==> config.mk <==
export PLATFORM = sky130hd
export DESIGN_NAME = start_length_checksum_deframer
export DESIGN_NICKNAME = d
export VERILOG_FILES = /design/src/rtl/core/sld_pkg.sv /design/src/rtl/core/start_length_checksum_deframer.sv /design/src/rtl/core/sld_dpath.sv /design/src/rtl/core/sld_ctrl.sv
export SDC_FILE = /design/constraint.sdc
export NUM_CORES = 1
export LEC_CHECK = 0
export BUFFER_PORTS_ARGS = -buffer_cell sky130_fd_sc_hd__buf_2
export CAP_MARGIN = 10
export CORE_UTILIZATION = 28
export CTS_CLUSTER_SIZE = 20
export DETAILED_ROUTE_END_ITERATION = 7
export PLACE_DENSITY = 0.54
export SLEW_MARGIN = 30
export SYNTH_ARGS = -nofsm -noshare
export SYNTH_HDL_FRONTEND = slang
export SYNTH_SLANG_ARGS = --single-unit
==> constraint.sdc <==
create_clock -name clk -period 6 [get_ports clk]
set_input_delay 1.2 -clock clk [delete_from_list [all_inputs] [get_ports clk]]
set_output_delay 1.2 -clock clk [all_outputs]
set_load 0.1 [all_outputs]
==> src/rtl/core/sld_pkg.sv <==
// shared types, constants and command/status structs for the frame parser
`timescale 1ns / 1ps

package sld_pkg;

  // frame geometry
  localparam int MAX_FRAME_BYTES = 32;
  localparam int FRAME_OVERHEAD  = 4;
  localparam int PAYLOAD_CAP     = (MAX_FRAME_BYTES > FRAME_OVERHEAD) ?
                                   (MAX_FRAME_BYTES - FRAME_OVERHEAD) : 1;
  localparam int MAX_RESULTS     = 28;
  localparam int LEN_LIMIT       = MAX_FRAME_BYTES - FRAME_OVERHEAD;
  localparam int STORE_AW        = (PAYLOAD_CAP > 1) ? $clog2(PAYLOAD_CAP) : 1;

  localparam logic [7:0] START_BYTE = 8'hAA;

  // register map
  localparam logic [0:0] REG_WANT_COMMAND = 1'b0;
  localparam logic [0:0] REG_COPY_LIMIT   = 1'b1;

  // result kinds
  typedef enum logic [1:0] {
    KIND_BYTE      = 2'd0,
    KIND_EMPTY     = 2'd1,
    KIND_BAD_SUM   = 2'd2,
    KIND_OTHER_CMD = 2'd3
  } kind_t;

  // running checksum updates
  typedef enum logic [2:0] {
    SUM_HOLD   = 3'd0,
    SUM_START  = 3'd1,
    SUM_ADD    = 3'd2,
    SUM_RESCAN = 3'd3,
    SUM_CLEAR  = 3'd4
  } sum_op_t;

  // parser states
  typedef enum logic [6:0] {
    ST_HUNT = 7'b0000001,
    ST_CMD  = 7'b0000010,
    ST_LEN  = 7'b0000100,
    ST_DATA = 7'b0001000,
    ST_SUM  = 7'b0010000,
    ST_RD   = 7'b0100000,
    ST_WR   = 7'b1000000
  } state_t;

  // controller to datapath
  typedef struct packed {
    sum_op_t sum_op;
    logic    load_cmd;
    logic    load_len;
    logic    store_byte;
    logic    clear;
    logic    run_init;
    logic    rd_issue;
    logic    run_adv;
    logic    out_load;
    kind_t   out_kind;
  } cmd_t;

  // datapath to controller
  typedef struct packed {
    logic byte_start;
    logic len_big;
    logic len_zero;
    logic held_start;
    logic data_done;
    logic sum_ok;
    logic cmd_match;
    logic run_empty;
    logic run_last;
    logic out_free;
  } sts_t;

endpackage

==> src/rtl/core/start_length_checksum_deframer.sv <==
// top level: configuration registers, parser controller and datapath
// a status result is registered and valid in the cycle after its checksum beat is taken
// throughput: one received beat per cycle through header and payload, and through the
//   checksum while the result slot is free; a payload run alternates store reads and
//   result loads, and no beat is taken during the run
// reset (synchronous): parser back to hunting, want_command = 1, copy_limit = 28
`timescale 1ns / 1ps

module start_length_checksum_deframer (
  input  logic        clk,
  input  logic        rst,
  // receive channel
  input  logic        in_valid,
  output logic        in_ready,
  input  logic [7:0]  rx_byte,
  input  logic        restart,
  // result channel
  output logic        out_valid,
  input  logic        out_ready,
  output logic [1:0]  kind,
  output logic [7:0]  data_byte,
  output logic [4:0]  byte_index,
  output logic        last,
  output logic [7:0]  command,
  output logic [4:0]  frame_length,
  // configuration port
  input  logic        psel,
  input  logic        penable,
  input  logic        pwrite,
  input  logic [2:0]  paddr,
  input  logic [31:0] pwdata,
  output logic [31:0] prdata,
  output logic        pready
);

  logic [7:0]    want_command;
  logic [4:0]    copy_limit;
  logic          cfg_wr;
  sld_pkg::cmd_t cmd;
  sld_pkg::sts_t sts;

  assign pready = 1'b1;
  assign cfg_wr = psel && penable && pwrite && pready;

  // configuration registers
  always_ff @(posedge clk) begin
    if (rst) begin
      want_command <= 8'd1;
      copy_limit   <= 5'd28;
    end else if (cfg_wr) begin
      case (paddr[2])
        sld_pkg::REG_WANT_COMMAND: want_command <= pwdata[7:0];
        sld_pkg::REG_COPY_LIMIT:   copy_limit   <= pwdata[4:0];
        default:                   ;
      endcase
    end
  end

  // register read back
  always_comb begin
    case (paddr[2])
      sld_pkg::REG_WANT_COMMAND: prdata = {24'd0, want_command};
      sld_pkg::REG_COPY_LIMIT:   prdata = {27'd0, copy_limit};
      default:                   prdata = 32'd0;
    endcase
  end

  sld_ctrl u_ctrl (
    .clk      (clk),
    .rst      (rst),
    .in_valid (in_valid),
    .in_ready (in_ready),
    .restart  (restart),
    .sts      (sts),
    .cmd      (cmd)
  );

  sld_dpath u_dpath (
    .clk          (clk),
    .rst          (rst),
    .rx_byte      (rx_byte),
    .want_command (want_command),
    .copy_limit   (copy_limit),
    .cmd          (cmd),
    .sts          (sts),
    .out_ready    (out_ready),
    .out_valid    (out_valid),
    .kind         (kind),
    .data_byte    (data_byte),
    .byte_index   (byte_index),
    .last         (last),
    .command      (command),
    .frame_length (frame_length)
  );

endmodule

==> src/rtl/core/sld_dpath.sv <==
// datapath: header registers, checksum, payload store and result register
`timescale 1ns / 1ps

module sld_dpath (
  input  logic                clk,
  input  logic                rst,
  input  logic [7:0]          rx_byte,
  input  logic [7:0]          want_command,
  input  logic [4:0]          copy_limit,
  input  sld_pkg::cmd_t       cmd,
  output sld_pkg::sts_t       sts,
  input  logic                out_ready,
  output logic                out_valid,
  output logic [1:0]          kind,
  output logic [7:0]          data_byte,
  output logic [4:0]          byte_index,
  output logic                last,
  output logic [7:0]          command,
  output logic [4:0]          frame_length
);

  logic [7:0] held_command;
  logic [4:0] held_length;
  logic [4:0] payload_count;
  logic [7:0] running_sum;
  logic [4:0] run_idx;
  logic [7:0] mem_q;
  logic [7:0] payload_store [sld_pkg::PAYLOAD_CAP];

  logic [5:0] count_inc;
  logic [4:0] run_n;
  logic [5:0] idx_inc;

  // run length: min of length, copy limit, the result cap and the store size
  always_comb begin
    run_n = held_length;
    if (run_n > copy_limit) run_n = copy_limit;
    if (run_n > 5'(sld_pkg::MAX_RESULTS)) run_n = 5'(sld_pkg::MAX_RESULTS);
    if (run_n > 5'(sld_pkg::PAYLOAD_CAP)) run_n = 5'(sld_pkg::PAYLOAD_CAP);
  end

  assign count_inc = {1'b0, payload_count} + 6'd1;
  assign idx_inc   = {1'b0, run_idx} + 6'd1;

  // status toward the controller
  always_comb begin
    sts.byte_start = (rx_byte == sld_pkg::START_BYTE);
    sts.len_big    = ({1'b0, rx_byte} > 9'(sld_pkg::LEN_LIMIT));
    sts.len_zero   = (rx_byte == 8'd0);
    sts.held_start = (held_command == sld_pkg::START_BYTE);
    sts.data_done  = (count_inc >= {1'b0, held_length});
    sts.sum_ok     = (running_sum == rx_byte);
    sts.cmd_match  = (held_command == want_command);
    sts.run_empty  = (run_n == 5'd0);
    sts.run_last   = (idx_inc == {1'b0, run_n});
    sts.out_free   = !out_valid || out_ready;
  end

  // header registers and payload counter
  always_ff @(posedge clk) begin
    if (rst || cmd.clear) begin
      held_command  <= 8'd0;
      held_length   <= 5'd0;
      payload_count <= 5'd0;
    end else begin
      if (cmd.load_cmd) begin
        held_command <= rx_byte;
      end
      if (cmd.load_len) begin
        held_length   <= rx_byte[4:0];
        payload_count <= 5'd0;
      end else if (cmd.store_byte) begin
        payload_count <= count_inc[4:0];
      end
    end
  end

  // running checksum
  always_ff @(posedge clk) begin
    if (rst) begin
      running_sum <= 8'd0;
    end else begin
      case (cmd.sum_op)
        sld_pkg::SUM_HOLD:   running_sum <= running_sum;
        sld_pkg::SUM_START:  running_sum <= sld_pkg::START_BYTE;
        sld_pkg::SUM_ADD:    running_sum <= running_sum + rx_byte;
        sld_pkg::SUM_RESCAN: running_sum <= sld_pkg::START_BYTE + rx_byte;
        sld_pkg::SUM_CLEAR:  running_sum <= 8'd0;
        default:             running_sum <= running_sum;
      endcase
    end
  end

  // payload store, one write and one registered read per cycle
  always_ff @(posedge clk) begin
    if (cmd.store_byte) begin
      payload_store[payload_count[sld_pkg::STORE_AW-1:0]] <= rx_byte;
    end
    if (cmd.rd_issue) begin
      mem_q <= payload_store[run_idx[sld_pkg::STORE_AW-1:0]];
    end
  end

  // run index
  always_ff @(posedge clk) begin
    if (rst) begin
      run_idx <= 5'd0;
    end else if (cmd.run_init) begin
      run_idx <= 5'd0;
    end else if (cmd.run_adv) begin
      run_idx <= idx_inc[4:0];
    end
  end

  // result register
  always_ff @(posedge clk) begin
    if (rst) begin
      out_valid <= 1'b0;
    end else if (cmd.out_load) begin
      out_valid <= 1'b1;
    end else if (out_ready) begin
      out_valid <= 1'b0;
    end
  end

  always_ff @(posedge clk) begin
    if (cmd.out_load) begin
      kind         <= cmd.out_kind;
      command      <= held_command;
      frame_length <= held_length;
      if (cmd.out_kind == sld_pkg::KIND_BYTE) begin
        data_byte  <= mem_q;
        byte_index <= run_idx;
        last       <= sts.run_last;
      end else begin
        data_byte  <= 8'd0;
        byte_index <= 5'd0;
        last       <= 1'b1;
      end
    end
  end

endmodule

==> src/rtl/core/sld_ctrl.sv <==
// controller: frame parsing state machine and input handshake
`timescale 1ns / 1ps

module sld_ctrl (
  input  logic          clk,
  input  logic          rst,
  input  logic          in_valid,
  output logic          in_ready,
  input  logic          restart,
  input  sld_pkg::sts_t sts,
  output sld_pkg::cmd_t cmd
);

  sld_pkg::state_t state;
  sld_pkg::state_t state_next;
  logic            accept;

  // hunting, header and payload beats always go in, the checksum beat needs a free result slot
  always_comb begin
    case (state)
      sld_pkg::ST_HUNT, sld_pkg::ST_CMD, sld_pkg::ST_LEN, sld_pkg::ST_DATA:
        in_ready = 1'b1;
      sld_pkg::ST_SUM:
        in_ready = sts.out_free;
      default:
        in_ready = 1'b0;
    endcase
  end

  assign accept = in_valid && in_ready;

  // next state and datapath commands
  always_comb begin
    state_next     = state;
    cmd            = '0;
    cmd.sum_op     = sld_pkg::SUM_HOLD;
    cmd.out_kind   = sld_pkg::KIND_BYTE;
    if (accept && restart) begin
      cmd.clear  = 1'b1;
      cmd.sum_op = sld_pkg::SUM_CLEAR;
      state_next = sld_pkg::ST_HUNT;
    end else begin
      case (state)
        sld_pkg::ST_HUNT: begin
          if (accept && sts.byte_start) begin
            cmd.sum_op = sld_pkg::SUM_START;
            state_next = sld_pkg::ST_CMD;
          end
        end
        sld_pkg::ST_CMD: begin
          if (accept) begin
            cmd.load_cmd = 1'b1;
            cmd.sum_op   = sld_pkg::SUM_ADD;
            state_next   = sld_pkg::ST_LEN;
          end
        end
        sld_pkg::ST_LEN: begin
          if (accept) begin
            if (sts.len_big) begin
              // drop the start byte and rescan the held bytes
              if (sts.held_start) begin
                cmd.load_cmd = 1'b1;
                cmd.sum_op   = sld_pkg::SUM_RESCAN;
                state_next   = sld_pkg::ST_LEN;
              end else if (sts.byte_start) begin
                cmd.sum_op = sld_pkg::SUM_START;
                state_next = sld_pkg::ST_CMD;
              end else begin
                cmd.clear  = 1'b1;
                cmd.sum_op = sld_pkg::SUM_CLEAR;
                state_next = sld_pkg::ST_HUNT;
              end
            end else begin
              cmd.load_len = 1'b1;
              cmd.sum_op   = sld_pkg::SUM_ADD;
              state_next   = sts.len_zero ? sld_pkg::ST_SUM : sld_pkg::ST_DATA;
            end
          end
        end
        sld_pkg::ST_DATA: begin
          if (accept) begin
            cmd.store_byte = 1'b1;
            cmd.sum_op     = sld_pkg::SUM_ADD;
            if (sts.data_done) begin
              state_next = sld_pkg::ST_SUM;
            end
          end
        end
        sld_pkg::ST_SUM: begin
          if (accept) begin
            if (!sts.sum_ok || !sts.cmd_match || sts.run_empty) begin
              // single status result, frame done
              cmd.out_load = 1'b1;
              if (!sts.sum_ok) begin
                cmd.out_kind = sld_pkg::KIND_BAD_SUM;
              end else if (!sts.cmd_match) begin
                cmd.out_kind = sld_pkg::KIND_OTHER_CMD;
              end else begin
                cmd.out_kind = sld_pkg::KIND_EMPTY;
              end
              cmd.clear  = 1'b1;
              cmd.sum_op = sld_pkg::SUM_CLEAR;
              state_next = sld_pkg::ST_HUNT;
            end else begin
              cmd.run_init = 1'b1;
              state_next   = sld_pkg::ST_RD;
            end
          end
        end
        sld_pkg::ST_RD: begin
          cmd.rd_issue = 1'b1;
          state_next   = sld_pkg::ST_WR;
        end
        sld_pkg::ST_WR: begin
          // hand one payload byte to the result register
          if (sts.out_free) begin
            cmd.out_load = 1'b1;
            cmd.out_kind = sld_pkg::KIND_BYTE;
            cmd.run_adv  = 1'b1;
            if (sts.run_last) begin
              cmd.clear  = 1'b1;
              cmd.sum_op = sld_pkg::SUM_CLEAR;
              state_next = sld_pkg::ST_HUNT;
            end else begin
              state_next = sld_pkg::ST_RD;
            end
          end
        end
        default: begin
          state_next = sld_pkg::ST_HUNT;
        end
      endcase
    end
  end

  // state register
  always_ff @(posedge clk) begin
    if (rst) begin
      state <= sld_pkg::ST_HUNT;
    end else begin
      state <= state_next;
    end
  end

endmodule

==> results of run 1 <==
## cell type report
type,instances,area [µm²],area share [%]
Sequential cell,313,8880,55.7
Multi-Input combinational cell,567,4690,29.4
Clock buffer,40,861,5.39
Tap cell,664,831,5.21
Timing Repair Buffer,75,405,2.54
Clock inverter,18,198,1.24
Inverter,23,86.3,0.541
## worst max-delay path, stage by stage
cell and delay, ps:
buf_2 600, ha_1 400, nor3_1 150, nand3_1 210, nor3_1 470, o311ai_0 230
buf_4 210, a32oi_1 200, inv_1 80, a221o_2 640, nor3_1 250
## cells by family (layout without fill, tap and decap cells)
logic type      count (synthesis)  after routing  share of synthesized area (%)
simple gates                  256            256                           9.23
mux                           107            107                           13.5
xor+xnor                       37             37                           2.32
other cells                     2             25                         0.0538
compound gates                118            118                           5.64
fa+ha+maj                      24             24                           2.20
buf+inv                        91            156                           3.45
flops                         313            313                           63.6
## cell usage in the layout (no fill, tap or decap), types with 6 or more instances in the layout
| cell type | synthesis | layout |
|---|---|---|
| conb_1 | 2 | 25 |
| dfxtp_1 | 52 | 50 |
| ha_1 | 23 | 23 |
| a21oi_1 | 28 | 28 |
| inv_1 | 23 | 23 |
| and2b_1 | 6 | 6 |
| nand4_1 | 6 | 6 |
| xor2_1 | 16 | 16 |
| nand3b_1 | 8 | 8 |
| nor3_1 | 19 | 19 |
| nand2b_1 | 11 | 11 |
| mux2_2 | 14 | 14 |
| nor2_1 | 85 | 85 |
| clkbuf_16 | 0 | 32 |
| nand2_1 | 50 | 50 |
| nand3_1 | 20 | 20 |
| buf_4 | 25 | 12 |
| nor2b_1 | 16 | 16 |
| or3_1 | 7 | 7 |
| buf_2 | 6 | 63 |
| mux2i_1 | 29 | 29 |
| edfxtp_1 | 261 | 261 |
| mux4_2 | 64 | 64 |
| o21ai_0 | 31 | 31 |
| xnor2_1 | 21 | 21 |
## power by group
| group | switching (mW) | internal (mW) | total [mW] |
|---|---|---|---|
| registers | 0.00697 | 2.35 | 2.36 |
| clock network | 0.829 | 1.15 | 1.98 |
| logic | 0.190 | 0.0446 | 0.234 |
## how the worst max path moves through the flow
stage	from	to	slack [ps]	cells past startpoint
CTS	rx_byte[3]	u_dpath.payload_count[2]	1870	11
finish	rx_byte[3]	u_dpath.payload_count[0]	1850	11
detailed placement	rx_byte[3]	u_dpath.payload_count[0]	1270	11
global placement	rx_byte[3]	u_dpath.running_sum[7]	1160	11
floorplan	out_ready	in_ready	960	3
global route	rx_byte[3]	u_dpath.payload_count[1]	1490	11
## routing by layer
layer / track usage, % / share of wire, % / routed length, µm
met1: 17.7 / 47 / 14900
met2: 19.7 / 46 / 14700
met3: 2.40 / 4.9 / 1550
met4: 3.95 / 2.0 / 644
met5: 0 / 0.082 / 26
## stage by stage
stage	area (µm²)	hold WS, ps	instances	util (%)	total power [mW]
CTS	16000	491	1700	32.5	4.63
floorplan	14100	457	971	-	2.59
global route	16000	519	1700	32.5	4.72
finish	16000	490	1700	32.5	4.57
detailed placement	14900	481	1642	30.4	2.64
global placement	14900	477	1642	30.4	2.64
## state kept, by name (all words and copies together), names as in the netlist, 7 cells and up
signal	count
u_ctrl.state	7
u_dpath.command	8
u_dpath.data_byte	8
u_dpath.held_command	8
u_dpath.mem_q	8
u_dpath.payload_store	224
u_dpath.running_sum	8
want_command	8
==> out/metrics.cfg, run 1 <==
[status]
outcome=completed

[logic_synthesis]
synth_most_common_cell=edfxtp_1
synth_top_cells_by_area=edfxtp_1, mux4_2, dfxtp_1
synthArstFlopShare_pct=0
yosysWarningCount=0
synth-edff-count=261
ys_seq_area_share_pct=63.6
synth-seq-cells=313
yosys-top-cells-count=edfxtp_1, nor2_1, mux4_2, dfxtp_1, nand2_1
ys_dominant_reg_cell=edfxtp_1
yosysTopAreaCell=edfxtp_1
post_synth_num_cell_types=76
syn_area_um2=14000
yosysTopAreaCellShare_pct=56.1
postSynthCellCount=948
postSynthAreaPerCell_um2=14.7

[drt]
drc=0
totalWireLength_um=31800
vias=7962
viasPerCell=4.68
wl_per_cell_um=18.7
dr.pass1.iters=5
antenna_left=0
initialDrtViolationCount=525

[die]
pin_count=115
die_x_um=225
dieHeight_um=225
die_area_um2=50800
core-area_um2=49100
row_count=81
initial_core_util_pct=28.5

[flow_run]
drv_cap=0

[global_route]
grt_pass1_wl_um=48400
grt.total_usage_pct=12.6
grt.overflow.total=0
antenna_found_initial=3
grt_pass1_vias=7816
grt_max_degree=59

[timing]
finalHoldViolations=0
drv_slew=0
rsz0062_at_grt=no
fin_ws_ps=1850
finalClockSkew_ps=11.2
max-slew-margin-rel_pct=39.1
fin_crit_sh_pct=69.2
fmax_mhz=241
tns_ps=0
tightest_slew_ps=913
setup_viol=0
finalCriticalPeriod_ps=4150

[place]
place_ws_ps=1270
dpl.hpwl_um=20600
gp_congestion=0.825
io_buffers=63

[cells_and_area]
n_antenna_cell=0
synthToLayoutAreaGrowth_pct=14.3
fin_nets=1086
drive_gt1_share_pct=21.8
nFillCells=4820

[power_and_ir_drop]
power_density_nw_per_um2=286
max-vdd-ir-drop_v=0.000201
p_leak_nw=5.18

[clocking]
path_clk_slew_ps=60
root_buffer=clkbuf_16
cts_buffers=31
cts_setup_buffers=0
clock_latency_ps=580
htreeDepth=1
cts_tree=built
cts_hold_buf=0
post_cts_resize_count=0
clockBufferDepth=3
cts.sinks=313

[critical_path]
worstRegToRegCells=10
cp-end-kind=flop
r2r_setup_slack_ps=2170
critical_path_class=input pin to flop
worstPathRequired_ps=6500
crit_arrival_ps=4660
cp_max_fo=37
r2r_start=copy_limit[1]
reg2reg_to=u_dpath.running_sum[7]
critPathLaunchType=input pin

[worst_hold_path]
hold_end=want_command[3]
hold_start=want_command[3]
holdPathStages=2
hold_path_class=flop to flop

No activity file was read; power rests on OpenSTA's default activity.
==> inputs of run 2 (changes only) <==
==> constraint.sdc (replaced) <==
create_clock -name clk -period 4.1 [get_ports clk]
set_input_delay 0.82 -clock clk [delete_from_list [all_inputs] [get_ports clk]]
set_output_delay 0.82 -clock clk [all_outputs]
set_load 0.1 [all_outputs]
==> run 2 against run 1 <==
Routed wire length increased by 2.5%; combinational power is 52% higher; via count increased by 2.7%; hold slack lost 14 ps; highest routed layer unchanged.
==> out/metrics.cfg, run 2 (same netlist as run 1, synthesis figures left out) <==
[critical_path]
crit_top_cell=buf_4
cp_max_fo=29  ; -22%
critPathLaunchType=flop
cpLargestDelayFamily=compound AO/OA/AOI/OAI gates
path_cells=inv_1 > ha_1 > nand4_2 > o221ai_1 > buf_4 > nand2_1 > o311ai_0 > buf_4 > nand2_1 > nor2_1 > o21a_1 > buf_4
worstPathRequired_ps=4340  ; -2160 ps
crit_arrival_ps=3780  ; -880 ps
cp-end-kind=flop
max_stage_delay_ps=660  ; +20 ps
crit_buf_inv=4  ; +1
cp_slowest_cell=o311ai_0
critical_path_class=flop to flop

[clocking]
path_clk_slew_ps=60  ; about the same
clock_latency_ps=580  ; about the same
htreeDepth=1  ; unchanged
cts_setup_buffers=0  ; unchanged
cts_buffers=31  ; unchanged
post_cts_resize_count=0  ; unchanged
cts_hold_buf=0  ; unchanged
root_buffer=clkbuf_16
cts.sinks=313  ; unchanged
clockBufferDepth=3  ; unchanged
cts_tree=built

[cells_and_area]
n_antenna_cell=0  ; unchanged
nFillCells=4849  ; +0.60%
drive_gt1_share_pct=24.9  ; +3.1 points
regArea_um2=8880  ; unchanged
largest_register_ffs=224  ; unchanged
fin_nets=1133  ; +4.3%
multi_input_area_um2=4700  ; +0.11%
synthToLayoutAreaGrowth_pct=16.5
final_common_cell=edfxtp_1
final_cell_mix=edfxtp_1, nor2_1, mux4_2

[timing]
setup_viol=0  ; unchanged
rsz0062_at_grt=no
max-slew-margin-rel_pct=46.4  ; +7.3 points
fin_crit_sh_pct=86.4
fmax_mhz=282
tns_ps=0  ; unchanged
finalClockSkew_ps=12.8  ; +1.59 ps
finalCriticalPeriod_ps=3540
tightest_slew_ps=799  ; -114 ps
drv_slew=0  ; unchanged
fin_ws_ps=558  ; -1290 ps
finalHoldViolations=0  ; unchanged

[place]
gp_congestion=0.808  ; -2.1%
dpl.hpwl_um=21700  ; +5.7%
place_ws_ps=310  ; -956 ps
io_buffers=63  ; unchanged

[flow_run]
drv_cap=0  ; unchanged

[global_route]
met2_usage_pct=20.8  ; +1.1 points
grt_pass1_vias=8065  ; +3.2%
grt_pass1_wl_um=49500  ; +2.3%
antenna_found_initial=3  ; unchanged
grt.overflow.total=0  ; unchanged
top_usage_layer=met2
met1_usage_pct=18.1  ; +0.44 points
grt_max_degree=60  ; +1.7%
use_met3_pct=1.85  ; -0.55 points
grt.total_usage_pct=12.9  ; +0.27 points

[drt]
viasPerCell=4.68  ; about the same
dr.pass1.iters=5  ; unchanged
vias=8178  ; +2.7%
antenna_left=0  ; unchanged
initialDrtViolationCount=561  ; +6.9%
drc=0  ; unchanged
totalWireLength_um=32600  ; +2.5%
wl_per_cell_um=18.7  ; -0.22%

[die]
pin_count=115  ; unchanged
dieHeight_um=225  ; unchanged
initial_core_util_pct=28.5  ; unchanged
core-area_um2=49100  ; unchanged
die_x_um=225  ; unchanged
row_count=81  ; unchanged
die_area_um2=50800  ; unchanged

[power_and_ir_drop]
max-vdd-ir-drop_v=0.000346  ; +72%
power_density_nw_per_um2=402  ; +40%
p_leak_nw=5.42  ; +4.6%

[worst_hold_path]
hold_path_class=input pin to flop

[status]
outcome=completed

==> run 2: cell count changes in the layout (fill, tap and decap cells not counted), sizes merged <==
cell,before,now
buf,75,122
clkinv,9,17
clkbuf,40,36
clkinvlp,4,2
bufinv,3,2
inv,25,24
==> run 2: worst register-to-register path: stages, from the launching register on <==
cell and delay, ps:
dfxtp_1 490, inv_1 150, ha_1 340, nand4_2 140, o221ai_1 230, buf_4 190, nand2_1 90, o311ai_0 660
buf_4 250, nand2_1 70, nor2_1 110, o21a_1 120, buf_4 350
==> run 2: cell type report <==
type	count	area share [%]
clock inverter	22	1.05
sequential	313	54.6
inverter	23	0.531
clock buffer	36	5.01
timing repair buffer	122	4.82
multi-input combinational	567	28.9
tap	664	5.11
==> run 2: stage by stage <==
| step | cell area [µm²] | hold slack [ps] | cells | utilization [%] | power [mW] |
|---|---|---|---|---|---|
| final | 16300 | 476 | 1747 | 33.2 | 6.54 |
| after global routing | 16300 | 475 | 1747 | 33.2 | 6.75 |
| after CTS | 16300 | 451 | 1747 | 33.2 | 6.63 |
| after detailed placement | 15300 | 483 | 1689 | 31.2 | 3.87 |
| after global placement | 15300 | 482 | 1689 | 31.2 | 3.87 |
| after floorplan | 14100 | 457 | 971 | - | 3.79 |
==> run 2: power breakdown <==
group	internal [mW]	total, mW	switching [mW]
Clock	1.55	2.74	1.19
Combinational	0.0734	0.355	0.281
Sequential	3.44	3.45	0.00995
==> run 2: worst paths after layout <==
path / startpoint / depth (start not counted) / to / slack (ps)
max reg2reg: copy_limit[1] / 12 / u_dpath.data_byte[2] / 560
max: copy_limit[1] / 12 / u_dpath.data_byte[2] / 560
min: pwdata[5] / 3 / want_command[5] / 480
min reg2reg: want_command[6] / 2 / want_command[6] / 490
==> run 2: layer usage <==
| layer | up-vias | share of wire [%] |
|---|---|---|
| met1 | 4134 | 46 |
| met3 | 39 | 5.0 |
| met4 | 6 | 1.7 |
| met5 | - | 0.11 |
| li1 | 3794 | - |
| met2 | 205 | 47 |
==> inputs of run 3 (changes only) <==
==> constraint.sdc (replaced) <==
create_clock -name clk -period 3.6 [get_ports clk]
set_input_delay 0.72 -clock clk [delete_from_list [all_inputs] [get_ports clk]]
set_output_delay 0.72 -clock clk [all_outputs]
set_load 0.1 [all_outputs]
==> run 3 against run 2 <==
Routed wire length rose by 0.63%; sequential cell count did not move; critical path depth did not move; largest cell class unchanged; setup slack got worse by 300 ps; cell count rose by 0.40%; via count fell by 0.57%; design area rose by 1.1%; utilization rose by 0.36 points; highest routed layer unchanged; clock power rose by 27%; fmax rose by 6.1%.
==> out/metrics.cfg, run 3 (same netlist as run 1, synthesis figures left out) <==
[clocking]
cts_buffers=31  ; unchanged
cts_setup_buffers=0  ; unchanged
clockBufferDepth=3  ; unchanged
clock_latency_ps=580  ; about the same
post_cts_resize_count=0  ; unchanged
root_buffer=clkbuf_16
path_clk_slew_ps=60  ; about the same
htreeDepth=1  ; unchanged
cts_tree=built
cts.sinks=313  ; unchanged
cts_hold_buf=0  ; unchanged

[timing]
tns_ps=0  ; unchanged
setup_viol=0  ; unchanged
fin_ws_ps=261  ; -297 ps
finalCriticalPeriod_ps=3340  ; -203 ps
fin_crit_sh_pct=92.8  ; +6.4 points
rsz0062_at_grt=no
fmax_mhz=299  ; +6.1%
tightest_slew_ps=748  ; -51.3 ps
drv_slew=0  ; unchanged
hold_slack_ps=376  ; -99.7 ps
finalHoldViolations=0  ; unchanged
finalClockSkew_ps=11.3  ; -1.49 ps
max-slew-margin-rel_pct=49.8  ; +3.4 points

[critical_path]
critPathLaunchType=flop
cp-end-kind=flop
crit_path_start=copy_limit[3]
crit_buf_inv=3  ; -1
r2r_setup_slack_ps=260  ; -300 ps
worstRegToRegCells=12  ; unchanged
r2r_start=copy_limit[3]
cp_max_fo=23  ; -21%
path_cells=inv_1 > ha_1 > nand2_1 > o221ai_1 > buf_4 > nand3_1 > a21o_1 > a2111oi_1 > nor3b_2 > a221o_1 > buf_12 > o22ai_1
cp_slowest_cell=dfxtp_1
worstPathRequired_ps=4050  ; -290 ps
reg2reg_to=u_dpath.running_sum[1]
crit_arrival_ps=3790  ; about the same
cp.depth=12  ; unchanged
max_stage_delay_ps=490  ; -170 ps
critical_path_class=flop to flop
endpoint=u_dpath.running_sum[1]
cpLargestDelayFamily=compound AO/OA/AOI/OAI gates

[global_route]
antenna_found_initial=2  ; -1
grt_pass1_wl_um=50300  ; +1.6%
grt_pass1_vias=8163  ; +1.2%
grt.overflow.total=0  ; unchanged
met2_usage_pct=20.9  ; +0.10 points
use_met3_pct=1.76  ; -0.091 points
grt.total_usage_pct=13.1  ; +0.20 points
grt_max_degree=53  ; -12%
met1_usage_pct=18.8  ; +0.68 points
top_usage_layer=met2

[cells_and_area]
final_cell_mix=edfxtp_1, nor2_1, mux4_2
synthToLayoutAreaGrowth_pct=17.7
largest_register_ffs=224  ; unchanged
n_antenna_cell=0  ; unchanged
nFillCells=4770  ; -1.6%
fin_nets=1140  ; +0.62%
drive_gt1_share_pct=25.7  ; +0.76 points
final_common_cell=edfxtp_1

[power_and_ir_drop]
power_density_nw_per_um2=475  ; +18%
p_total_mw=7.81  ; +19%
max-vdd-ir-drop_v=0.000374  ; +8.0%
p_leak_nw=5.50  ; +1.4%

[flow_run]
drv_cap=0  ; unchanged

[worst_hold_path]
hold_path_class=input pin to flop

[status]
outcome=completed

[die]
die_x_um=225  ; unchanged
pin_count=115  ; unchanged
row_count=81  ; unchanged
dieHeight_um=225  ; unchanged
initial_core_util_pct=28.5  ; unchanged
core-area_um2=49100  ; unchanged
die_area_um2=50800  ; unchanged

[drt]
initialDrtViolationCount=580  ; +3.4%
wl_per_cell_um=18.7  ; +0.22%
viasPerCell=4.64  ; -0.97%
antenna_left=0  ; unchanged
totalWireLength_um=32800  ; +0.63%
drc=0  ; unchanged
vias=8131  ; -0.57%
dr.pass1.iters=5  ; unchanged

[place]
dpl.hpwl_um=21500  ; -1.3%
gp_congestion=0.832  ; +3.0%
place_ws_ps=38.2  ; -272 ps
io_buffers=63  ; unchanged

-- run 3: cell type report --
class,instances,area (µm²),area share (%)
clock buffers,34,787,4.79
multi-input cells,567,4700,28.6
inverters,23,86.3,0.525
repair buffers,129,848,5.16
well taps,664,831,5.05
clock inverters,24,309,1.88
flip-flops and latches,313,8880,54.0
-- run 3: per-stage QoR --
| step | std cells | instance area (µm²) | util, % |
|---|---|---|---|
| after detailed placement | 1696 | 15300 | 31.3 |
| after global routing | 1754 | 16400 | 33.5 |
| after CTS | 1754 | 16400 | 33.5 |
| after floorplan | 971 | 14100 | - |
| after global placement | 1696 | 15300 | 31.3 |
| final | 1754 | 16400 | 33.5 |
-- run 3: worst min path at each step --
stage | from | endpoint | slack, ps | cells after the start
detailed placement | want_command[3] | want_command[3] | 490 | 2
finish | pwdata[6] | want_command[6] | 380 | 3
global placement | want_command[6] | want_command[6] | 480 | 2
global route | pwdata[0] | want_command[0] | 380 | 3
CTS | pwdata[6] | want_command[6] | 360 | 3
floorplan | want_command[5] | want_command[5] | 460 | 2
-- run 3: power breakdown --
part / internal [mW] / switching [mW]
Clock: 2.03 / 1.45
Sequential: 3.91 / 0.0109
Combinational: 0.0862 / 0.322
Total: 6.03 / 1.78
-- run 3: routing by layer --
| metal | share of wire, % | wire length (µm) |
|---|---|---|
| met5 | 0.070 | 23 |
| met4 | 1.7 | 559 |
| met3 | 3.9 | 1290 |
| met2 | 47 | 15300 |
| met1 | 48 | 15600 |
-- run 3: worst reg2reg max path, stage by stage, from the launching register on --
cell	delay, ps
dfxtp_1	490
inv_1	90
ha_1	350
nand2_1	150
o221ai_1	270
buf_4	190
nand3_1	100
a21o_1	170
a2111oi_1	370
nor3b_2	420
a221o_1	310
buf_12	200
o22ai_1	100
